===== config.mk =====
export PLATFORM = sky130hd
export DESIGN_NAME = led_strip_current_limiter_core
export DESIGN_NICKNAME = d
export VERILOG_FILES = /design/src/hdl/lscl_pkg.sv /design/src/hdl/led_strip_current_limiter_core.sv /design/src/hdl/lscl_ctrl.sv /design/src/hdl/lscl_dpath.sv
export SDC_FILE = /design/constraint.sdc
export NUM_CORES = 1
export LEC_CHECK = 0
export BUFFER_PORTS_ARGS = -buffer_cell sky130_fd_sc_hd__buf_2
export CAP_MARGIN = 20
export CORE_ASPECT_RATIO = 1.1
export CORE_MARGIN = 2
export CORE_UTILIZATION = 40
export DETAILED_ROUTE_END_ITERATION = 12
export GPL_ROUTABILITY_DRIVEN = 0
export HOLD_SLACK_MARGIN = 0.1
export PLACE_DENSITY = 0.66
export SYNTH_ARGS = -nofsm -noshare
export SYNTH_HDL_FRONTEND = slang
export SYNTH_SLANG_ARGS = --single-unit

===== constraint.sdc =====
create_clock -name clock -period 7.5 [get_ports clock]
set_clock_uncertainty 0.05 [all_clocks]
set_input_delay 1.5 -clock clock [delete_from_list [all_inputs] [get_ports clock]]
set_output_delay 1.5 -clock clock [all_outputs]
set_load 0.01 [all_outputs]

===== src/hdl/lscl_pkg.sv =====
// Shared types and constants for the LED strip current limiter.
package lscl_pkg;

   localparam int MAX_PIXELS_DEFAULT = 1024;

   localparam int MA_PER_LEVEL  = 46;
   localparam int CHIP_BASE_UA  = 14000;
   localparam int LED_STATIC_UA = 930;
   localparam int UA_PER_MA     = 1000;

   localparam int PIXEL_COUNT_W = 11;
   localparam int BUDGET_W      = 16;
   localparam int LEVEL_W       = 8;
   localparam int SUM_W         = 32;
   localparam int PIX_SUM_W     = 10;   // three levels added
   localparam int PIX_UA_W      = 16;   // that sum times 46
   localparam int BUDGET_UA_W   = 26;
   localparam int BASE_UA_W     = 22;
   localparam int LIMIT_W       = 27;   // signed
   localparam int DIVIDEND_W    = 26;
   localparam int DIVISOR_W     = 24;
   localparam int DIV_STEPS     = DIVIDEND_W;
   localparam int DIV_CNT_W     = $clog2(DIV_STEPS);
   localparam int CSR_ADDR_W    = 4;
   localparam int CSR_DATA_W    = 32;

   localparam logic [PIXEL_COUNT_W-1:0] PIXEL_COUNT_RESET = 11'd15;
   localparam logic [BUDGET_W-1:0]      BUDGET_RESET      = 16'd200;
   localparam logic [LEVEL_W-1:0]       BRIGHTNESS_RESET  = 8'd15;
   localparam logic [LEVEL_W-1:0]       LEVEL_MAX         = 8'hff;

   typedef enum logic [1:0] {
      REG_PIXEL_COUNT  = 2'd0,
      REG_POWER_BUDGET = 2'd1,
      REG_BRIGHTNESS   = 2'd2,
      REG_UNUSED       = 2'd3
   } reg_index_type;

   typedef enum logic [2:0] {
      ST_RUN,
      ST_FLUSH,
      ST_CHECK,
      ST_DIVIDE,
      ST_FINISH
   } state_type;

   typedef enum logic [1:0] {
      RES_KEEP,
      RES_ZERO,
      RES_QUOT
   } res_sel_type;

   typedef struct packed {
      logic        load_pixel;
      logic        accum;
      logic        div_init;
      logic        div_step;
      logic        out_load;
      res_sel_type res_sel;
   } cmd_type;

   typedef struct packed {
      logic fits;
      logic no_div;
   } status_type;

endpackage


===== src/hdl/led_strip_current_limiter_core.sv =====
// LED strip current limiter: estimates frame current and lowers brightness to fit a budget.
//
// Input channel (req_*): one item per pixel, three color levels plus frame_end.
// Pixels are taken one per cycle while no frame end is being resolved.
// Result channel (rsp_*): one item per frame, issued for the pixel that carries
// frame_end; other pixels give no result.
// After a frame-end pixel is taken, req_ready stays low through the FLUSH, CHECK
// and FINISH states when the scaled current fits the budget (or no division is
// needed), and also through the 26 steps of the restoring divider when the new
// brightness must be computed. The result is registered in the FINISH state.
// The result register lets pixels of the next frame stream in while a result
// waits on rsp_ready; a second frame end then waits for the register to free.
// Configuration (csr_*): APB-style, registers at 0x0 pixel_count, 0x4
// power_budget, 0x8 brightness; write only while the block is idle.
// Reset (synchronous) restores pixel_count 15, power_budget 200, brightness 15
// and clears both current sums.
module led_strip_current_limiter_core #(
   parameter int MAX_PIXELS = lscl_pkg::MAX_PIXELS_DEFAULT
) (
   input  logic                            clock,
   input  logic                            reset,
   input  logic                            csr_psel,
   input  logic                            csr_penable,
   input  logic                            csr_pwrite,
   input  logic [lscl_pkg::CSR_ADDR_W-1:0] csr_paddr,
   input  logic [lscl_pkg::CSR_DATA_W-1:0] csr_pwdata,
   output logic [lscl_pkg::CSR_DATA_W-1:0] csr_prdata,
   output logic                            csr_pready,
   input  logic                            req_valid,
   output logic                            req_ready,
   input  logic [lscl_pkg::LEVEL_W-1:0]    req_red_level,
   input  logic [lscl_pkg::LEVEL_W-1:0]    req_green_level,
   input  logic [lscl_pkg::LEVEL_W-1:0]    req_blue_level,
   input  logic                            req_frame_end,
   output logic                            rsp_valid,
   input  logic                            rsp_ready,
   output logic [lscl_pkg::LEVEL_W-1:0]    rsp_allowed_brightness,
   output logic                            rsp_was_limited
);
   import lscl_pkg::*;

   cmd_type    cmd;
   status_type status;

   assign csr_pready = 1'b1;

   lscl_ctrl u_ctrl (
      .clock         (clock),
      .reset         (reset),
      .req_valid     (req_valid),
      .req_ready     (req_ready),
      .req_frame_end (req_frame_end),
      .rsp_valid     (rsp_valid),
      .rsp_ready     (rsp_ready),
      .status        (status),
      .cmd           (cmd)
   );

   lscl_dpath #(
      .MAX_PIXELS (MAX_PIXELS)
   ) u_dpath (
      .clock                  (clock),
      .reset                  (reset),
      .csr_psel               (csr_psel),
      .csr_penable            (csr_penable),
      .csr_pwrite             (csr_pwrite),
      .csr_paddr              (csr_paddr),
      .csr_pwdata             (csr_pwdata),
      .csr_prdata             (csr_prdata),
      .req_red_level          (req_red_level),
      .req_green_level        (req_green_level),
      .req_blue_level         (req_blue_level),
      .rsp_allowed_brightness (rsp_allowed_brightness),
      .rsp_was_limited        (rsp_was_limited),
      .cmd                    (cmd),
      .status                 (status)
   );

endmodule


===== src/hdl/lscl_ctrl.sv =====
// Controller state machine of the current limiter: handshakes, sequencing, divide count.
module lscl_ctrl (
   input  logic                clock,
   input  logic                reset,
   input  logic                req_valid,
   output logic                req_ready,
   input  logic                req_frame_end,
   output logic                rsp_valid,
   input  logic                rsp_ready,
   input  lscl_pkg::status_type status,
   output lscl_pkg::cmd_type    cmd
);
   import lscl_pkg::*;

   state_type             state_ff, state_in;
   logic                  s1_valid_ff, s1_valid_in;
   logic                  rsp_valid_ff, rsp_valid_in;
   logic [DIV_CNT_W-1:0]  step_cnt_ff, step_cnt_in;
   res_sel_type           res_sel_ff, res_sel_in;
   logic                  accept;
   logic                  out_free;

   assign accept   = req_valid && req_ready;
   assign out_free = !rsp_valid_ff || rsp_ready;

   // next state
   always_comb begin
      state_in = state_ff;
      case (state_ff)
         ST_RUN: begin
            if (accept && req_frame_end) state_in = ST_FLUSH;
         end
         ST_FLUSH: begin
            state_in = ST_CHECK;
         end
         ST_CHECK: begin
            if (status.fits || status.no_div) state_in = ST_FINISH;
            else state_in = ST_DIVIDE;
         end
         ST_DIVIDE: begin
            if (step_cnt_ff == DIV_CNT_W'(DIV_STEPS - 1)) state_in = ST_FINISH;
         end
         ST_FINISH: begin
            if (out_free) state_in = ST_RUN;
         end
         default: begin
            state_in = ST_RUN;
         end
      endcase
   end

   // outputs and commands
   always_comb begin
      req_ready    = 1'b0;
      cmd.div_init = 1'b0;
      cmd.div_step = 1'b0;
      cmd.out_load = 1'b0;
      res_sel_in   = res_sel_ff;
      step_cnt_in  = step_cnt_ff;
      case (state_ff)
         ST_RUN: begin
            req_ready = 1'b1;
         end
         ST_FLUSH: begin
         end
         ST_CHECK: begin
            if (status.fits) res_sel_in = RES_KEEP;
            else if (status.no_div) res_sel_in = RES_ZERO;
            else res_sel_in = RES_QUOT;
            cmd.div_init = 1'b1;
            step_cnt_in  = '0;
         end
         ST_DIVIDE: begin
            cmd.div_step = 1'b1;
            step_cnt_in  = step_cnt_ff + DIV_CNT_W'(1);
         end
         ST_FINISH: begin
            cmd.out_load = out_free;
         end
         default: begin
         end
      endcase
      cmd.load_pixel = accept;
      cmd.accum      = s1_valid_ff;
      cmd.res_sel    = res_sel_ff;
   end

   assign s1_valid_in  = accept;
   assign rsp_valid_in = cmd.out_load ? 1'b1 : (rsp_valid_ff && !rsp_ready);
   assign rsp_valid    = rsp_valid_ff;

   always_ff @(posedge clock) begin
      if (reset) begin
         state_ff     <= ST_RUN;
         s1_valid_ff  <= 1'b0;
         rsp_valid_ff <= 1'b0;
         step_cnt_ff  <= '0;
         res_sel_ff   <= RES_KEEP;
      end else begin
         state_ff     <= state_in;
         s1_valid_ff  <= s1_valid_in;
         rsp_valid_ff <= rsp_valid_in;
         step_cnt_ff  <= step_cnt_in;
         res_sel_ff   <= res_sel_in;
      end
   end

endmodule


===== src/hdl/lscl_dpath.sv =====
// Datapath of the current limiter: registers, current sums, budget, divider, result.
module lscl_dpath #(
   parameter int MAX_PIXELS = lscl_pkg::MAX_PIXELS_DEFAULT
) (
   input  logic                              clock,
   input  logic                              reset,
   input  logic                              csr_psel,
   input  logic                              csr_penable,
   input  logic                              csr_pwrite,
   input  logic [lscl_pkg::CSR_ADDR_W-1:0]   csr_paddr,
   input  logic [lscl_pkg::CSR_DATA_W-1:0]   csr_pwdata,
   output logic [lscl_pkg::CSR_DATA_W-1:0]   csr_prdata,
   input  logic [lscl_pkg::LEVEL_W-1:0]      req_red_level,
   input  logic [lscl_pkg::LEVEL_W-1:0]      req_green_level,
   input  logic [lscl_pkg::LEVEL_W-1:0]      req_blue_level,
   output logic [lscl_pkg::LEVEL_W-1:0]      rsp_allowed_brightness,
   output logic                              rsp_was_limited,
   input  lscl_pkg::cmd_type                 cmd,
   output lscl_pkg::status_type              status
);
   import lscl_pkg::*;

   function automatic logic [LEVEL_W-1:0] scale_level(input logic [LEVEL_W-1:0] v,
                                                      input logic [LEVEL_W-1:0] b);
      logic [16:0] p;
      p = {9'b0, v} * ({9'b0, b} + 17'd1);
      return p[15:8];
   endfunction

   logic [PIXEL_COUNT_W-1:0] pixel_count_ff, pixel_count_in;
   logic [BUDGET_W-1:0]      budget_ff, budget_in;
   logic [LEVEL_W-1:0]       bright_ff, bright_in;
   logic [PIX_SUM_W-1:0]     s1_scaled_ff, s1_scaled_in;
   logic [PIX_SUM_W-1:0]     s1_full_ff, s1_full_in;
   logic [SUM_W-1:0]         scaled_sum_ff, scaled_sum_in;
   logic [SUM_W-1:0]         full_sum_ff, full_sum_in;
   logic signed [LIMIT_W-1:0] limit_ff, limit_in;
   logic [DIVISOR_W-1:0]     rem_ff, rem_in;
   logic [DIVIDEND_W-1:0]    quot_ff, quot_in;
   logic [LEVEL_W-1:0]       out_bright_ff, out_bright_in;
   logic                     out_limited_ff, out_limited_in;

   logic                     csr_write;
   reg_index_type            csr_index;
   logic [PIX_UA_W-1:0]      pix_scaled_ua, pix_full_ua;
   logic [SUM_W:0]           scaled_add, full_add;
   logic [BUDGET_UA_W-1:0]   budget_ua;
   logic [BASE_UA_W-1:0]     base_ua;
   logic [DIVISOR_W-1:0]     divisor;
   logic [DIVISOR_W:0]       rem_shift;
   logic [DIVISOR_W+1:0]     trial;
   logic [LEVEL_W-1:0]       quot_clamped;
   logic [LEVEL_W-1:0]       result;

   // configuration port
   assign csr_write = csr_psel && csr_penable && csr_pwrite;
   assign csr_index = reg_index_type'(csr_paddr[3:2]);

   always_comb begin
      pixel_count_in = pixel_count_ff;
      budget_in      = budget_ff;
      bright_in      = bright_ff;
      if (csr_write) begin
         case (csr_index)
            REG_PIXEL_COUNT: begin
               if (int'(csr_pwdata[PIXEL_COUNT_W-1:0]) > MAX_PIXELS)
                  pixel_count_in = PIXEL_COUNT_W'(MAX_PIXELS);
               else
                  pixel_count_in = csr_pwdata[PIXEL_COUNT_W-1:0];
            end
            REG_POWER_BUDGET: begin
               budget_in = csr_pwdata[BUDGET_W-1:0];
            end
            REG_BRIGHTNESS: begin
               bright_in = csr_pwdata[LEVEL_W-1:0];
            end
            default: begin
            end
         endcase
      end else if (cmd.out_load && cmd.res_sel != RES_KEEP) begin
         // limiter lowers the global intensity for later frames
         bright_in = result;
      end
   end

   always_comb begin
      case (csr_index)
         REG_PIXEL_COUNT:  csr_prdata = CSR_DATA_W'(pixel_count_ff);
         REG_POWER_BUDGET: csr_prdata = CSR_DATA_W'(budget_ff);
         REG_BRIGHTNESS:   csr_prdata = CSR_DATA_W'(bright_ff);
         default:          csr_prdata = '0;
      endcase
   end

   // pixel stage: scale each level by brightness + 1, then add the three
   assign s1_scaled_in = PIX_SUM_W'(scale_level(req_red_level, bright_ff))
                       + PIX_SUM_W'(scale_level(req_green_level, bright_ff))
                       + PIX_SUM_W'(scale_level(req_blue_level, bright_ff));
   assign s1_full_in   = PIX_SUM_W'(req_red_level) + PIX_SUM_W'(req_green_level)
                       + PIX_SUM_W'(req_blue_level);

   // accumulate stage, saturating at all ones
   assign pix_scaled_ua = PIX_UA_W'(s1_scaled_ff) * PIX_UA_W'(MA_PER_LEVEL);
   assign pix_full_ua   = PIX_UA_W'(s1_full_ff) * PIX_UA_W'(MA_PER_LEVEL);
   assign scaled_add    = {1'b0, scaled_sum_ff} + (SUM_W+1)'(pix_scaled_ua);
   assign full_add      = {1'b0, full_sum_ff} + (SUM_W+1)'(pix_full_ua);

   always_comb begin
      scaled_sum_in = scaled_sum_ff;
      full_sum_in   = full_sum_ff;
      if (cmd.out_load) begin
         scaled_sum_in = '0;
         full_sum_in   = '0;
      end else if (cmd.accum) begin
         scaled_sum_in = scaled_add[SUM_W] ? '1 : scaled_add[SUM_W-1:0];
         full_sum_in   = full_add[SUM_W] ? '1 : full_add[SUM_W-1:0];
      end
   end

   // budget left after the static load, in microamps
   assign budget_ua = BUDGET_UA_W'(BUDGET_UA_W'(budget_ff) * BUDGET_UA_W'(UA_PER_MA));
   assign base_ua   = BASE_UA_W'(CHIP_BASE_UA)
                    + BASE_UA_W'(BASE_UA_W'(pixel_count_ff) * BASE_UA_W'(LED_STATIC_UA));
   assign limit_in  = $signed({1'b0, budget_ua}) - $signed(LIMIT_W'(base_ua));

   assign divisor       = full_sum_ff[SUM_W-1:8];
   assign status.fits   = !limit_ff[LIMIT_W-1]
                       && (scaled_sum_ff <= SUM_W'(limit_ff[DIVIDEND_W-1:0]));
   assign status.no_div = limit_ff[LIMIT_W-1] || (divisor == '0);

   // restoring divider, one quotient bit per step
   assign rem_shift = {rem_ff, quot_ff[DIVIDEND_W-1]};
   assign trial     = {1'b0, rem_shift} - {2'b0, divisor};

   always_comb begin
      rem_in  = rem_ff;
      quot_in = quot_ff;
      if (cmd.div_init) begin
         rem_in  = '0;
         quot_in = limit_ff[DIVIDEND_W-1:0];
      end else if (cmd.div_step) begin
         if (!trial[DIVISOR_W+1]) begin
            rem_in  = trial[DIVISOR_W-1:0];
            quot_in = {quot_ff[DIVIDEND_W-2:0], 1'b1};
         end else begin
            rem_in  = rem_shift[DIVISOR_W-1:0];
            quot_in = {quot_ff[DIVIDEND_W-2:0], 1'b0};
         end
      end
   end

   // quotient minus one, clamped to the level range
   always_comb begin
      if (quot_ff == '0)
         quot_clamped = '0;
      else if (quot_ff > DIVIDEND_W'(256))
         quot_clamped = LEVEL_MAX;
      else
         quot_clamped = LEVEL_W'(quot_ff - DIVIDEND_W'(1));
   end

   always_comb begin
      case (cmd.res_sel)
         RES_KEEP: result = bright_ff;
         RES_ZERO: result = '0;
         RES_QUOT: result = quot_clamped;
         default:  result = '0;
      endcase
   end

   assign out_bright_in  = cmd.out_load ? result : out_bright_ff;
   assign out_limited_in = cmd.out_load ? (cmd.res_sel != RES_KEEP) : out_limited_ff;

   assign rsp_allowed_brightness = out_bright_ff;
   assign rsp_was_limited        = out_limited_ff;

   always_ff @(posedge clock) begin
      if (reset) begin
         pixel_count_ff <= PIXEL_COUNT_RESET;
         budget_ff      <= BUDGET_RESET;
         bright_ff      <= BRIGHTNESS_RESET;
         scaled_sum_ff  <= '0;
         full_sum_ff    <= '0;
      end else begin
         pixel_count_ff <= pixel_count_in;
         budget_ff      <= budget_in;
         bright_ff      <= bright_in;
         scaled_sum_ff  <= scaled_sum_in;
         full_sum_ff    <= full_sum_in;
      end
   end

   always_ff @(posedge clock) begin
      if (cmd.load_pixel) begin
         s1_scaled_ff <= s1_scaled_in;
         s1_full_ff   <= s1_full_in;
      end
      limit_ff       <= limit_in;
      rem_ff         <= rem_in;
      quot_ff        <= quot_in;
      out_bright_ff  <= out_bright_in;
      out_limited_ff <= out_limited_in;
   end

endmodule

==> flow_summary_export.csv, run 1 <==
group,metric,value,unit
detailed_routing,drc,1,
clocking,cts_tree,"yes",
yosys,postSynthAreaPerCell,8.98,sq um
layout,area_growth,9.87,%
sta,tightest_slew,1.03,ns
pwr,p_sw,5.68,mW
layout,fin_area,29000,sq um
clocking,path_clk_slew,0.06,ns
sta,finalCriticalPeriod,7.02,ns
sta,timing.fmax,0.142,GHz
yosys,ys_ff_latch,215,
flow_run,maxCapViolCount,0,
grt,overflow,0,
sta,finalCritPeriodShare,93.6,%
floorplan,std_cell_rows,98,
pwr,vdd_drop_max,0.625,mV
pwr,finalPower,12.1,mW
hold_path,hp-class,"flop to flop",
setup_path,cp-start-kind,"flop",
pwr,p_sw_share,46.9,%
detailed_routing,wl,58.2,mm
place,dp_hpwl,46.4,mm
yosys,synth_common_cells,"inv_1 (418), ha_1 (408), fa_1 (231)",
detailed_routing,drt_iter0_markers,816,
yosys,synth-async-reset-ratio,0,%
grt,grt_pass1_wl,98.7,mm
yosys,yosys.area.top_type,"ha_1",
sta,setup_viol,0,
floorplan,die_x,249,um
layout,utilization,44.5,%
setup_path,worstPathArrival,7.27,ns
run_status,status,"finished with violations",
clocking,cts_buffers,26,
sta,final_max_slew_viol_count,0,
layout,num-nets-final,3723,
grt,grt_max_degree,51,
yosys,synth_top_area_share,19.3,%
setup_path,cp-startpoint,"u_dpath.bright_ff[0]",
yosys,netlist_area,26400,sq um
clocking,ctsHoldBuffers,0,
pwr,power_frac_seq,13.6,%
pwr,total_leakage_power,14.5,nW
place,place_ws,-0.0249,ns
clocking,clockBufferDepth,3,
grt,grt_antenna_before_repair,6,
yosys,netlist_top_cells_area,"ha_1 (19%), fa_1 (18%), dfxtp_1 (12%)",
yosys,synth-edff-count,55,
setup_path,endpoint_kind,"flop",
place,port_buffers,76,
place,dpl_cell_area,28000,sq um
clocking,clk_latency,0.56,ns
sta,setup_tns,0,ns
setup_path,worstPathMaxFanout,8,
detailed_routing,routed_via_density,5.16,
yosys,yosysWarnings,0,
sta,finalWorstSetupSlack,0.478,ns
pwr,p_int,6.43,mW
sta,hold-worst-slack,0.410,ns
detailed_routing,drt_pass1_iterations,9,
clocking,htreeDepth,1,
floorplan,fp.dieH,273,um
clocking,cts_sinks,215,
pwr,power_frac_clock,11.7,%
clocking,cts.root.buffer_cell,"clkbuf_16",
run_status,violations,"design-rule violations",
setup_path,reg2reg_from,"u_dpath.bright_ff[0]",
pwr,powerDensity,418,nW/um^2
floorplan,core_area,65100,sq um
sta,final_hold_viol_count,0,
floorplan,start_util,40.5,%
sta,rsz0062_at_grt,"no",
sta,slew_headroom,31.0,%
detailed_routing,num_vias,20100,
yosys,synthCells,2937,
pwr,p_comb_share,74.7,%
detailed_routing,detail_route.wl_per_cell,15.0,um
setup_path,criticalPathCategory,"flop to flop",
floorplan,io-pin-count,112,
yosys,seq_area_frac_synth,18.4,%
hold_path,hp-start,"u_dpath.scaled_sum_ff[0]",
place,dp_cells,3835,
detailed_routing,drtAntennaViolNets,0,
layout,drive_above_1_share,7.81,%
yosys,yosys.cell_count.top_type,"inv_1",
grt,track_usage,17.3,%
setup_path,required,7.74,ns
yosys,synth_ff_type,"dfxtp_1",
floorplan,die_area,68000,sq um
yosys,synth.distinct_cells,81,
layout,fin_cells,3887,
grt,grt_pass1_vias,20200,
layout,fillCellCount,6371,
[power by group through the flow]
stage | Sequential [mW] | Combinational, mW | Clock (mW)
final | 1.64 | 9.04 | 1.42
after global routing | 1.67 | 10.3 | 1.49
after CTS | 1.65 | 9.10 | 1.45
after detailed placement | 1.67 | 9.00 | 0
after global placement | 1.67 | 8.94 | 0
after floorplan | 1.60 | 7.36 | 0
[placed cells by master, fill, tap and decap left out, types with 43 or more instances in the layout]
| cell type | instances |
|---|---|
| inv_1 | 418 |
| edfxtp_1 | 55 |
| a21o_1 | 65 |
| o21ai_0 | 116 |
| xor2_1 | 61 |
| nor3_1 | 43 |
| xnor2_1 | 129 |
| dfxtp_1 | 158 |
| nor2_1 | 130 |
| and2_1 | 144 |
| nand2_1 | 194 |
| fa_1 | 231 |
| buf_2 | 76 |
| buf_4 | 51 |
| ha_1 | 408 |
| a21oi_1 | 189 |
[worst max-delay path, stage by stage, from the launching register on]
cell     delay, ns
dfxtp_2       0.38
ha_1          0.23
nand3_1       0.15
nor2_1        0.25
xor2_2        0.09
buf_4         0.17
buf_4         0.17
and2_1        0.18
fa_1          0.52
fa_1          0.45
fa_1          0.55
inv_1         0.05
fa_1          0.52
inv_1         0.04
ha_1          0.31
nor3_1        0.23
nor2_1        0.09
buf_4         0.14
fa_1          0.45
a21o_1        0.20
a21oi_1       0.23
xnor2_1       0.19
ha_1          0.30
a21o_1        0.17
a21o_1        0.19
a21o_1        0.18
a21oi_1       0.16
xor2_1        0.08
[worst paths after layout]
kind | endpoint | slack [ns] | cells past startpoint
setup / recovery | u_dpath.s1_scaled_ff[8] | 0.48 | 27
hold reg to reg | u_dpath.scaled_sum_ff[0] | 0.41 | 2
setup reg to reg | u_dpath.s1_scaled_ff[8] | 0.48 | 27
hold / removal | u_dpath.scaled_sum_ff[0] | 0.41 | 2
[routing by layer]
layer  GRT usage (%)  share of wire (%)  up-vias
met1            22.2                 46     9679
met2            31.3                 49      229
li1                -                  -    10100
met3            2.13                3.3       68
met5               0              0.096        -
met4            3.30                1.5       10
[cell families after synthesis]
logic type	share of synthesized area, %
simple gates	14.2
compound gates	14.0
mux	2.50
flops	18.4
other cells	0.0285
xor+xnor	6.51
fa+ha+maj	36.9
buf+inv	7.56
[sequential cells by signal, summed over array words and instances, names as in the netlist, 2 cells and up]
name / cells
u_dpath.s1_scaled_ff: 10
u_dpath.full_sum_ff: 31
u_dpath.s1_full_ff: 10
u_dpath.rsp_allowed_brightness: 8
u_ctrl.state_ff: 3
u_dpath.quot_ff: 26
u_dpath.budget_ff: 16
u_ctrl.res_sel_ff: 2
u_dpath.limit_ff: 26
u_dpath.pixel_count_ff: 11
u_dpath.rem_ff: 24
u_dpath.scaled_sum_ff: 32
u_dpath.bright_ff: 8
u_ctrl.step_cnt_ff: 5
[final cells by class]
class                   instances  area [sq um]  area share, %
clock inverters                13           218          0.751
well taps                     850          1060           3.67
clock buffers                  35           759           2.62
flip-flops and latches        215          4860           16.8
multi-input cells            2223         19700           67.9
repair buffers                131           840           2.90
diodes                          1          2.50        0.00863
inverters                     419          1570           5.43
[repair_timing]
item                                    CTS  global route
gates resized for setup                   0             3
endpoints found under the setup margin    0             3
buffers inserted                          0             2
No activity file was read; power rests on OpenSTA's default activity.
==> inputs of run 2 (changes only) <==
clock period = 8.26 ns   (was 7.5 ns; I/O delays follow)
==> run 2 against run 1 <==
  * The flow still finishes with violations (design-rule violations)
  * Largest cell class unchanged
  * Critical path type unchanged
  * Non-clock buffer count decreased by 26
  * Worst hold slack about the same
  * Highest routed layer unchanged
  * First-iteration DRC count increased by 25%
  * Core utilization decreased by 0.44 points
  * Final cell count decreased by 0.64%
  * Sequential power decreased by 9%
  * Worst setup slack improved by 0.24 ns
  * Critical path depth unchanged
  * Routed wire length increased by 1.2%
==> flow_summary_export.csv, run 2 (synthesized netlist as in run 1, its figures left out) <==
group,metric,value,unit
grt,overflow,0,
clocking,path_clk_slew,0.06,ns
pwr,vdd_drop_max,0.534,mV
grt,grt_max_degree,51,
setup_path,required,8.49,ns
floorplan,io-pin-count,112,
setup_path,endpoint_kind,"flop",
layout,final_common_cell,"inv_1",
detailed_routing,num_vias,20200,
hold_path,hp-class,"flop to flop",
layout,largest_reg_flops,32,
grt,track_usage,17.4,%
detailed_routing,drtAntennaViolNets,0,
pwr,power_frac_seq,13.7,%
layout,mostFrequentLayoutCells,"inv_1 (418), ha_1 (408), fa_1 (231)",
sta,timing.fmax,0.133,GHz
setup_path,worstPathArrival,7.77,ns
setup_path,criticalPathCategory,"flop to flop",
layout,top_regs,"u_dpath.scaled_sum_ff: 32 flops, u_dpath.full_sum_ff: 31 flops",
detailed_routing,drt_iter0_markers,1017,
pwr,finalPower,10.9,mW
layout,multi_input_area,19700,sq um
pwr,total_leakage_power,14.3,nW
hold_path,hp-start,"u_dpath.scaled_sum_ff[0]",
pwr,p_sw,5.20,mW
setup_path,worstPathMaxFanout,18,
place,dp_hpwl,46.6,mm
layout,regMostFlops,"u_dpath.scaled_sum_ff",
place,port_buffers,76,
run_status,violations,"design-rule violations",
clocking,cts_sinks,215,
floorplan,fp.dieH,273,um
setup_path,reg2regPathDepth,27,
sta,finalCriticalPeriod,7.54,ns
sta,slew_headroom,29.3,%
flow_run,maxCapViolCount,0,
sta,setup_tns,0,ns
grt,grt_antenna_before_repair,3,
clocking,clockBufferDepth,3,
detailed_routing,routed_via_density,5.23,
sta,hold-worst-slack,0.410,ns
setup_path,reg2reg_slack,0.72,ns
run_status,status,"finished with violations",
sta,rsz0062_at_grt,"no",
layout,area_growth,8.78,%
pwr,powerDensity,380,nW/um^2
setup_path,cp-start-kind,"flop",
pwr,power_frac_clock,11.1,%
floorplan,core_area,65100,sq um
layout,drive_above_1_share,7.01,%
floorplan,start_util,40.5,%
pwr,p_sw_share,47.6,%
layout,utilization,44.1,%
clocking,clk_latency,0.55,ns
sta,final_max_slew_viol_count,0,
detailed_routing,detail_route.wl_per_cell,15.2,um
layout,num-nets-final,3697,
pwr,p_int,5.72,mW
hold_path,hold-path-endpoint,"u_dpath.scaled_sum_ff[0]",
layout,register_area,4850,sq um
sta,finalCritPeriodShare,91.3,%
clocking,post-cts-setup-buffers,0,
hold_path,holdPathStages,2,
detailed_routing,wl,58.8,mm
clocking,cts_buffers,26,
floorplan,die_area,68000,sq um
grt,grt_pass1_vias,20400,
setup_path,r2r_end,"u_dpath.s1_scaled_ff[8]",
setup_path,reg2reg_from,"u_dpath.bright_ff[1]",
sta,setup_viol,0,
clocking,cts_tree,"yes",
sta,tightest_slew,1.06,ns
grt,grt_pass1_wl,99.1,mm
clocking,htreeDepth,1,
clocking,ctsHoldBuffers,0,
clocking,cts.root.buffer_cell,"clkbuf_16",
layout,fillCellCount,6365,
detailed_routing,drc,2,
floorplan,std_cell_rows,98,
floorplan,die_x,249,um
pwr,p_comb_share,75.2,%
clocking,cts.repair.resized,0,
sta,final_hold_viol_count,0,
detailed_routing,drt_pass1_iterations,9,
-- run 2: cell types whose count changed in the layout (fill, tap and decap cells not counted), sizes merged, moves of 3 or more --
| cell | delta |
|---|---|
| buf | -26 |
| bufinv | -4 |
| clkbuf | +3 |
| clkinv | +3 |
-- run 2: critical path, cell delays in order (launching register included) --
cell and delay, ns:
dfxtp_1 0.50, ha_1 0.27, nand3_1 0.15, nor2_1 0.25, xor2_2 0.45, buf_4 0.36
and2_1 0.19, fa_1 0.44, fa_1 0.48, fa_1 0.55, inv_1 0.06, fa_1 0.53
inv_1 0.04, ha_1 0.32, o21a_1 0.13, nor2_1 0.25, ha_1 0.29, a21o_1 0.18
a21oi_1 0.24, xnor2_1 0.19, ha_1 0.30, inv_1 0.07, o21ai_0 0.15, a21o_1 0.21
a21o_1 0.19, a21o_1 0.18, a21oi_1 0.17, xor2_1 0.09
-- run 2: worst max-delay path by stage --
stage	start	end	cells past startpoint
after floorplan	req_green_level[7]	u_dpath.s1_scaled_ff[8]	25
after global placement	req_red_level[6]	u_dpath.s1_scaled_ff[8]	26
after detailed placement	req_red_level[6]	u_dpath.s1_scaled_ff[8]	26
after CTS	u_dpath.bright_ff[1]	u_dpath.s1_scaled_ff[8]	27
after global routing	u_dpath.bright_ff[1]	u_dpath.s1_scaled_ff[8]	27
final	u_dpath.bright_ff[1]	u_dpath.s1_scaled_ff[8]	27
-- run 2: power groups by stage --
stage / registers (mW) / logic [mW] / clock network [mW]
6_report: 1.50 / 8.21 / 1.21
5_1_grt: 1.52 / 9.31 / 1.28
4_1_cts: 1.50 / 8.25 / 1.24
3_5_place_dp: 1.52 / 8.19 / 0
3_3_place_gp: 1.52 / 8.08 / 0
2_1_floorplan: 1.45 / 6.68 / 0
-- run 2: cell type report --
class	count	area share, %
clock inverter	10	0.340
tap	850	3.71
clock buffer	38	2.89
inverter	419	5.48
multi-input combinational	2223	68.5
sequential	215	16.9
antenna	2	0.0174
timing repair buffer	105	2.14
-- run 2: stage by stage --
stage	cell area, sq um	std cells	setup slack, ns
finish	28700	3862	0.720
global route	28700	3860	0.230
CTS	28700	3859	0.713
detailed placement	27700	3811	0.340
global placement	27700	3811	0.452
floorplan	26400	2952	1.10
-- run 2: routing by layer --
layer  vias to the layer above  track usage [%]  wire, um
met5                         -                0        19
met4                         4             4.24      1160
met3                        62             2.03      2060
met2                       293             31.3     28500
met1                      9820             22.2     27100
li1                      10000                -         -
==> inputs of run 3 (changes only) <==
SYNTH_HIERARCHICAL = 1   (was not set)
==> run 3 against run 2 <==
  * The flow now finishes without violations
  * Register-to-register slack worse by 0.05 ns
  * Synthesized cell count is 3.3% higher
  * Total power is 11% higher
  * Routed wire length is 1.0% higher
  * Largest cell class unchanged
==> flow_summary_export.csv, run 3 <==
group,metric,value,unit
run_status,status,"finished, final reports clean",
clocking,cts_tree,"yes",
yosys,synthCells,3033,
sta,setup_tns,0,ns
pwr,vdd_drop_max,0.477,mV
hold_path,hp-class,"flop to flop",
sta,tightest_slew,1.07,ns
sta,timing.fmax,0.132,GHz
sta,rsz0062_at_grt,"no",
yosys,synth.distinct_cells,86,
yosys,netlist_area,26800,sq um
sta,hold-worst-slack,0.402,ns
grt,grt_pass1_wl,100,mm
yosys,yosysWarnings,6,
yosys,postSynthAreaPerCell,8.82,sq um
detailed_routing,drc,0,
pwr,total_leakage_power,14.2,nW
detailed_routing,routed_via_density,5.12,
floorplan,std_cell_rows,99,
clocking,clk_latency,0.56,ns
grt,overflow,0,
clocking,ctsHoldBuffers,0,
setup_path,worstPathArrival,7.85,ns
clocking,clockBufferDepth,3,
yosys,synth_top_area_share,18.3,%
layout,largest_reg_flops,32,
setup_path,criticalPathCategory,"flop to flop",
detailed_routing,drt_iter0_markers,995,
floorplan,start_util,40.4,%
layout,area_growth,7.76,%
place,dp_cells,3909,
detailed_routing,detail_route.wl_per_cell,15.0,um
place,port_buffers,76,
place,dp_hpwl,47.3,mm
setup_path,worstPathMaxFanout,7,
layout,fin_cells,3959,
clocking,post-cts-setup-buffers,0,
yosys,synth-async-reset-ratio,0,%
flow_run,maxCapViolCount,0,
clocking,cts.root.buffer_cell,"clkbuf_16",
layout,regMostFlops,"u_dpath/scaled_sum_ff",
setup_path,required,8.52,ns
layout,top_regs,"u_dpath/scaled_sum_ff: 32 flops, u_dpath/full_sum_ff: 31 flops",
yosys,ys_ff_latch,215,
grt,grt_max_degree,51,
setup_path,crit_chain,"nand3_1, nor2_1, and3_1, xor2_1, buf_4, and2_1, fa_1, fa_1, fa_1, inv_1, fa_1, inv_1, ha_1, o41ai_2, xnor2_1, fa_1, inv_1, ha_1, a21oi_1, o21ai_0, a21oi_1, o21bai_1, a21oi_1, xnor2_1",
sta,finalCriticalPeriod,7.59,ns
sta,setup_viol,0,
yosys,synth-edff-count,55,
floorplan,fp.dieH,275,um
yosys,synth_common_cells,"inv_1 (531), ha_1 (390), fa_1 (245)",
sta,final_max_slew_viol_count,0,
setup_path,crit_top_cell,"fa_1",
clocking,htreeDepth,1,
layout,mostFrequentLayoutCells,"inv_1 (531), ha_1 (390), fa_1 (245)",
pwr,finalPower,12.2,mW
layout,drive_above_1_share,6.68,%
setup_path,slowest_delay,0.63,ns
yosys,netlist_top_cells_area,"fa_1 (18%), ha_1 (18%), dfxtp_1 (12%)",
floorplan,die_area,69000,sq um
yosys,synth_ff_type,"dfxtp_1",
sta,slew_headroom,28.8,%
yosys,yosys.area.top_type,"fa_1",
setup_path,timing.critical_path.buf_inv,4,
detailed_routing,num_vias,20300,
layout,utilization,43.5,%
grt,grt_antenna_before_repair,2,
layout,final_common_cell,"inv_1",
floorplan,core_area,66300,sq um
clocking,cts.repair.resized,0,
clocking,cts_buffers,25,
clocking,path_clk_slew,0.06,ns
setup_path,endpoint_kind,"flop",
layout,num-nets-final,3784,
setup_path,crit_path_top_delay_cell,"xor2_1",
sta,final_hold_viol_count,0,
floorplan,io-pin-count,112,
grt,grt_pass1_vias,20100,
clocking,cts_sinks,215,
detailed_routing,drtAntennaViolNets,0,
detailed_routing,wl,59.4,mm
detailed_routing,drt_pass1_iterations,5,
yosys,yosys.cell_count.top_type,"inv_1",
setup_path,cp_top_family,"adder cells",
yosys,seq_area_frac_synth,18.1,%
pwr,powerDensity,422,nW/um^2
floorplan,die_x,251,um
grt,track_usage,17.5,%
sta,finalCritPeriodShare,91.9,%
setup_path,cp-start-kind,"flop",
-- run 3: cell families after synthesis --
| kind of cell | synth area share, % |
|---|---|
| and+or+nand+nor | 14.8 |
| muxes | 1.79 |
| adders and majority gates | 36.6 |
| DFF | 18.1 |
| other | 0.0281 |
| buffers and inverters | 9.11 |
| xor gates and xnor gates | 5.73 |
| AOI/OAI and AO/OA | 13.9 |
-- run 3: power breakdown --
group / internal [mW] / switching (mW) / total (mW)
Clock: 0.632 / 0.469 / 1.10
Combinational: 4.12 / 5.26 / 9.38
Sequential: 1.43 / 0.254 / 1.68
-- run 3: per-stage QoR --
stage	worst slack, ns	cell area (sq um)
4_1_cts	0.708	28800
5_1_grt	0.386	28800
3_5_place_dp	0.572	28000
3_3_place_gp	0.580	28000
6_report	0.670	28800
2_1_floorplan	1.19	26800
-- run 3: path summary, 6_finish.rpt --
check                      startpoint  slack [ns]  cells after the start                  endpoint
max reg2reg      u_dpath/bright_ff[3]        0.67                     24   u_dpath/s1_scaled_ff[8]
max              u_dpath/bright_ff[3]        0.67                     24   u_dpath/s1_scaled_ff[8]
min reg2reg  u_dpath/scaled_sum_ff[0]        0.40                      2  u_dpath/scaled_sum_ff[0]
min          u_dpath/scaled_sum_ff[0]        0.40                      2  u_dpath/scaled_sum_ff[0]
-- run 3: layout make-up --
type                    instances  area, sq um
clock buffers                  36          708
repair buffers                 97          563
clock inverters                10         98.8
well taps                     858         1070
fillers                      6508        37400
multi-input cells            2211        19500
inverters                     531         1990
flip-flops and latches        215         4850
diodes                          1         2.50
-- run 3: routing by layer --
layer	routed length (um)	global-route usage [%]	up-vias
li1	-	-	10200
met1	28200	23.2	9758
met2	28200	30.7	288
met3	1710	1.70	69
met4	1320	4.11	2
met5	13	0	-
-- run 3: tightest hold or removal path: stages, from the launching register on --
cell and delay [ns]:
dfxtp_1 0.30, inv_1 0.05, a21oi_1 0.05
